### src/srrw_pkg.sv
// shared types and constants of the selective repeat receive window
// no dependencies
`timescale 1ns / 1ps
`default_nettype none

package srrw_pkg;

   localparam int WINDOW        = 32;
   localparam int SLOT_BITS     = $clog2(WINDOW);
   localparam int OCC_BITS      = SLOT_BITS + 1;
   localparam int SEGMENT_BYTES = 1000;
   localparam int RETRY_SPAN_US = 1000000;

   localparam logic [2:0] RK_REQUEST = 3'd0;
   localparam logic [2:0] RK_DELIVER = 3'd1;
   localparam logic [2:0] RK_ACCEPT  = 3'd2;
   localparam logic [2:0] RK_REJECT  = 3'd3;
   localparam logic [2:0] RK_DONE    = 3'd4;

   localparam logic REG_TOTAL_LENGTH = 1'b0;

   typedef struct packed {
      logic        kind;
      logic [31:0] now_us;
      logic [31:0] arrived_offset;
      logic [9:0]  arrived_length;
      logic [15:0] payload_length;
      logic        header_ok;
   } req_type;

   typedef struct packed {
      logic [2:0]  result_kind;
      logic [4:0]  slot;
      logic [31:0] segment_offset;
      logic [9:0]  segment_length;
      logic        last;
   } rsp_type;

   typedef struct packed {
      logic [31:0] offset;
      logic [9:0]  length;
      logic [15:0] retries;
      logic [31:0] last_request;
   } entry_type;

   localparam int ENTRY_BITS = $bits(entry_type);

   typedef struct packed {
      logic       capture;
      logic       push;
      logic [2:0] push_kind;
      logic       flush;
      logic       deliver;
      logic       fill;
      logic       idx_clr;
      logic       idx_inc;
      logic       rd_head;
      logic       prod_ld;
      logic       req_wr;
      logic       set_rcvd;
   } cmd_type;

   typedef struct packed {
      logic is_tick;
      logic finished;
      logic occ_zero;
      logic head_rcvd;
      logic can_refill;
      logic scan_end;
      logic scan_rcvd;
      logic hdr_valid;
      logic match;
      logic skip_retry;
   } sts_type;

endpackage

`default_nettype wire

### src/srrw_ctrl.sv
// sequencer of the receive window: tick phases and arrival search
// depends on srrw_pkg
`timescale 1ns / 1ps
`default_nettype none

module srrw_ctrl (
   input  wire logic             clock,
   input  wire logic             reset,
   input  wire logic             start,
   output logic                  busy,
   input  wire srrw_pkg::sts_type sts,
   output srrw_pkg::cmd_type     cmd
);

   typedef enum logic [13:0] {
      ST_IDLE     = 14'b00000000000001,
      ST_DISPATCH = 14'b00000000000010,
      ST_DLV_CHK  = 14'b00000000000100,
      ST_DLV_EMIT = 14'b00000000001000,
      ST_FILL     = 14'b00000000010000,
      ST_SC_CHK   = 14'b00000000100000,
      ST_SC_MUL   = 14'b00000001000000,
      ST_SC_DEC   = 14'b00000010000000,
      ST_FIN      = 14'b00000100000000,
      ST_AR_CHK   = 14'b00001000000000,
      ST_AR_WAIT  = 14'b00010000000000,
      ST_AR_CMP   = 14'b00100000000000,
      ST_FLUSH    = 14'b01000000000000,
      ST_SPARE    = 14'b10000000000000
   } state_type;

   state_type state_ff, state_in;

   always_ff @(posedge clock) begin
      if (reset) begin
         state_ff <= ST_IDLE;
      end else begin
         state_ff <= state_in;
      end
   end

   assign busy = (state_ff != ST_IDLE);

   always_comb begin
      state_in = state_ff;
      cmd      = '0;
      case (state_ff)
         ST_IDLE: begin
            if (start) begin
               cmd.capture = 1'b1;
               state_in    = ST_DISPATCH;
            end
         end
         ST_DISPATCH: begin
            if (sts.is_tick) begin
               state_in = sts.finished ? ST_FLUSH : ST_DLV_CHK;
            end else if (!sts.hdr_valid) begin
               cmd.push      = 1'b1;
               cmd.push_kind = srrw_pkg::RK_REJECT;
               state_in      = ST_FLUSH;
            end else begin
               cmd.idx_clr = 1'b1;
               state_in    = ST_AR_CHK;
            end
         end
         ST_DLV_CHK: begin
            cmd.rd_head = 1'b1;
            state_in    = (!sts.occ_zero && sts.head_rcvd) ? ST_DLV_EMIT : ST_FILL;
         end
         ST_DLV_EMIT: begin
            cmd.rd_head   = 1'b1;
            cmd.push      = 1'b1;
            cmd.push_kind = srrw_pkg::RK_DELIVER;
            cmd.deliver   = 1'b1;
            state_in      = ST_DLV_CHK;
         end
         ST_FILL: begin
            if (sts.can_refill) begin
               cmd.fill = 1'b1;
            end else begin
               cmd.idx_clr = 1'b1;
               state_in    = ST_SC_CHK;
            end
         end
         ST_SC_CHK: begin
            if (sts.scan_end) begin
               state_in = ST_FIN;
            end else if (sts.scan_rcvd) begin
               cmd.idx_inc = 1'b1;
            end else begin
               state_in = ST_SC_MUL;
            end
         end
         ST_SC_MUL: begin
            cmd.prod_ld = 1'b1;
            state_in    = ST_SC_DEC;
         end
         ST_SC_DEC: begin
            if (!sts.skip_retry) begin
               cmd.push      = 1'b1;
               cmd.push_kind = srrw_pkg::RK_REQUEST;
               cmd.req_wr    = 1'b1;
            end
            cmd.idx_inc = 1'b1;
            state_in    = ST_SC_CHK;
         end
         ST_FIN: begin
            if (sts.finished) begin
               cmd.push      = 1'b1;
               cmd.push_kind = srrw_pkg::RK_DONE;
            end
            state_in = ST_FLUSH;
         end
         ST_AR_CHK: begin
            if (sts.scan_end) begin
               cmd.push      = 1'b1;
               cmd.push_kind = srrw_pkg::RK_REJECT;
               state_in      = ST_FLUSH;
            end else begin
               state_in = ST_AR_WAIT;
            end
         end
         ST_AR_WAIT: begin
            state_in = ST_AR_CMP;
         end
         ST_AR_CMP: begin
            if (sts.match) begin
               cmd.push      = 1'b1;
               cmd.push_kind = srrw_pkg::RK_ACCEPT;
               cmd.set_rcvd  = 1'b1;
               state_in      = ST_FLUSH;
            end else begin
               cmd.idx_inc = 1'b1;
               state_in    = ST_AR_CHK;
            end
         end
         ST_FLUSH: begin
            cmd.flush = 1'b1;
            state_in  = ST_IDLE;
         end
         default: begin
            state_in = ST_IDLE;
         end
      endcase
   end

endmodule

`default_nettype wire

### config.mk
export PLATFORM = sky130hd
export DESIGN_NAME = srrw_ctrl
export DESIGN_NICKNAME = d
export VERILOG_FILES = /design/src/srrw_pkg.sv /design/src/srrw_ctrl.sv
export SDC_FILE = /design/constraint.sdc
export NUM_CORES = 1
export LEC_CHECK = 0
export BUFFER_PORTS_ARGS = -buffer_cell sky130_fd_sc_hd__buf_2
export CORE_MARGIN = 1.5
export CORE_UTILIZATION = 39
export DETAILED_ROUTE_END_ITERATION = 10
export PLACE_DENSITY_LB_ADDON = 0.2
export SYNTH_ARGS = -nofsm -noshare
export SYNTH_HDL_FRONTEND = slang
export SYNTH_SLANG_ARGS = --single-unit
### constraint.sdc
create_clock -name clock -period 2.67 [get_ports clock]
set_clock_uncertainty 0.2 [all_clocks]
set_input_delay 0.534 -clock clock [delete_from_list [all_inputs] [get_ports clock]]
set_output_delay 0.534 -clock clock [all_outputs]
set_load 0.1 [all_outputs]
==> flow_metrics.py <==
metrics = {
    "run_status": {
        "status": "complete, but fails checks",
        "violations": "negative setup slack",
    },
    "final_layout": {
        "top_regs": "state_ff (13)",
        "largest_reg_flops": 13,
        "top_register": "state_ff",
        "area_delta_synth_final_pct": 91.1,
        "utilization_pct": 81.1,
        "layout_commonest_cell": "buf_4",
        "drive_gt1_share_pct": 60.2,
        "fill_cells": 140,
        "final_cell_mix": "25 x buf_4, 15 x buf_12, 12 x nor2_1, 12 x buf_2, 9 x dfxtp_2",
        "finalNonFillerCells": 204,
        "nNetsFinal": 190,
        "antenna_cells": 0,
        "stdcell_area_mm2": 0.00183,
    },
    "yosys": {
        "synthesis.nets": 136,
        "synthFlopType": "dfxtp_1",
        "synth_compound_area_share_pct": 12.9,
        "synth_xor_area_share_pct": 4.58,
        "synthAdderAreaFrac_pct": 0,
        "yosys_warnings": 0,
        "synth_cell_types": 41,
        "synthesis.instances": 123,
        "synth_top_family_by_area": "simple AND/OR/NAND/NOR gates",
        "synth_edf_count": 0,
        "yosys.area_share.simple_pct": 47.5,
        "async_flop_share_pct": 0,
        "synth.ff_latch_count": 13,
        "synthMuxAreaShare_pct": 2.09,
        "synth.yosys.seq_area_share_pct": 27.2,
        "synth_area_per_cell_um2": 7.78,
        "syn_area_um2": 957,
    },
    "routing": {
        "drt-total-wl_um": 3470,
        "vias": 1199,
        "wl_per_cell_um": 17.0,
        "vias_per_cell": 5.88,
        "first_pass_iters": 4,
        "postRouteAntennaNets": 0,
        "drc": 0,
        "drt_iter0_drc": 37,
    },
    "sta": {
        "setup_violations": 7,
        "hold_slack_ps": 225,
        "rsz0062_at_grt": "true",
        "maxSlewViolCount": 0,
        "worst_slack_ps": -180,
        "worstMarginPinSlew_ps": 490,
        "max_slew_margin_pct": 67.0,
        "fmax_mhz": 351,
        "timing.setup.tns_ps": -756,
        "min_period_over_period_pct": 107,
        "min_period_ps": 2850,
        "finalHoldViolCount": 0,
    },
    "clock_network": {
        "cts-buffers-inserted": 3,
        "h-tree-depth": 1,
        "clkSlewWorstSetupHoldPaths_ps": 90,
        "numClockSinks": 13,
        "insertion_delay_ps": 280,
        "cts_hold_buf": 0,
        "cts_tree": "built",
        "clock-root-buffer": "clkbuf_4",
        "clockBufferDepth": 2,
    },
    "grt": {
        "grt_first_pass_wirelength_um": 5300,
        "overflow": 0,
        "grtUsageTotal_pct": 26.3,
        "grt_pass1_vias": 1118,
        "grt_max_degree": 13,
        "antenna_found_initial": 0,
    },
    "critical_path": {
        "required_ps": 1940,
        "arrival_ps": 2120,
        "worst_setup_path_end_kind": "primary output",
        "critPathLaunchType": "flip-flop",
        "criticalPathCategory": "flip-flop to primary output",
        "crit_fanout": 4,
    },
    "die": {
        "core_area_mm2": 0.00225,
        "initial_core_util_pct": 42.5,
        "ios": 28,
        "row_count": 17,
        "die_area_mm2": 0.00276,
        "die_h_um": 52.5,
        "die_w_um": 52.5,
    },
    "pwr": {
        "switching_power_uw": 311,
        "power_frac_comb_pct": 49.4,
        "intPower_uw": 392,
        "finalPower_uw": 704,
        "ir_drop_mv": 0.338,
        "pwr-share-clk_pct": 17.8,
        "pwr-share-seq_pct": 32.7,
        "power_switching_share_pct": 44.2,
        "p_leak_nw": 0.732,
        "power_density_mw_per_mm2": 385,
    },
    "place": {
        "post-dp-hpwl_um": 2320,
        "io_buffers": 27,
        "dpl.cell_count": 179,
        "dpl_cell_area_mm2": 0.00156,
        "pre_cts_ws_ps": 34.9,
        "place_congestion": 0.896,
    },
    "flow_run": {
        "max-cap-violations": 0,
    },
    "min_path": {
        "hp-class": "primary input to flip-flop",
    },
}
## cell usage after synthesis, types with 2 or more instances
| master | count | area [µm²] |
|---|---|---|
| or4_4 | 2 | 22.5 |
| or4_1 | 4 | 30.0 |
| o32ai_1 | 2 | 17.5 |
| nor3b_1 | 2 | 15.0 |
| a21oi_1 | 2 | 10.0 |
| xnor2_1 | 2 | 17.5 |
| nor2_1 | 17 | 63.8 |
| buf_2 | 2 | 10.0 |
| nand2b_1 | 3 | 18.8 |
| nor4b_1 | 3 | 26.3 |
| nand3_1 | 4 | 20.0 |
| nand2_1 | 4 | 15.0 |
| and3_1 | 2 | 12.5 |
| xor2_1 | 3 | 26.3 |
| or3_1 | 3 | 18.8 |
| mux2i_1 | 2 | 20.0 |
| nor4_1 | 5 | 31.3 |
| nor2b_1 | 3 | 18.8 |
| o21ai_0 | 6 | 30.0 |
| nand4b_1 | 3 | 26.3 |
| clkbuf_1 | 6 | 22.5 |
| inv_1 | 3 | 11.3 |
| nor3_1 | 8 | 40.0 |
| dfxtp_1 | 13 | 260 |
| a31oi_1 | 2 | 12.5 |
| nand3b_1 | 2 | 15.0 |
## metal layers
layer,GRT usage [%],vias to the layer above,routed length (µm)
met3,4.00,16,141
met5,0,-,0
met4,8.12,0,134
met2,45.8,48,1730
met1,33.0,557,1460
li1,-,578,-
## power groups by stage
| stage | Sequential [mW] | Clock [mW] | Combinational [mW] |
|---|---|---|---|
| after global routing | 0.232 | 0.139 | 0.361 |
| final | 0.230 | 0.125 | 0.348 |
| after CTS | 0.226 | 0.125 | 0.318 |
| after floorplan | 0.217 | 0 | 0.245 |
| after detailed placement | 0.229 | 0 | 0.310 |
| after global placement | 0.229 | 0 | 0.304 |
## critical path, cell delays in order, from the launching register on
cell and delay (ps):
dfxtp_2 330, or4_4 580, buf_12 150, nor2_4 110
nand4_1 190, clkinvlp_4 170, or4_4 150, buf_12 170
## layout make-up
type,instances,area [µm²],share of cell area (%)
clock buffer,4,26.3,1.44
inverter,3,15.0,0.821
multi-input combinational,98,858,46.9
sequential,13,275,15.0
tap,28,35.0,1.92
timing repair buffer,58,619,33.9
## cells by family (layout without fill, tap and decap cells)
group	after synthesis	in the layout
xor+xnor	5	5
flops	13	13
simple gates	73	73
mux	2	2
compound gates	18	18
buf+inv	12	65
## repair_timing
action	CTS	global route
pin swaps	11	15
endpoints found under the hold margin	0	0
endpoints found under the setup margin	10	15
gates cloned	0	0
resized for setup	13	12
buffers inserted	11	10
## path summary, 6_finish.rpt
| check | start | end | slack (ps) | cells past startpoint |
|---|---|---|---|---|
| max | state_ff[5] | cmd[12] | -180 | 7 |
| max reg2reg | state_ff[5] | state_ff[0] | 320 | 7 |
| min reg2reg | state_ff[10] | state_ff[11] | 370 | 1 |
| min | sts[7] | state_ff[3] | 230 | 2 |
Note: power is estimated with default switching activity, not from simulation.
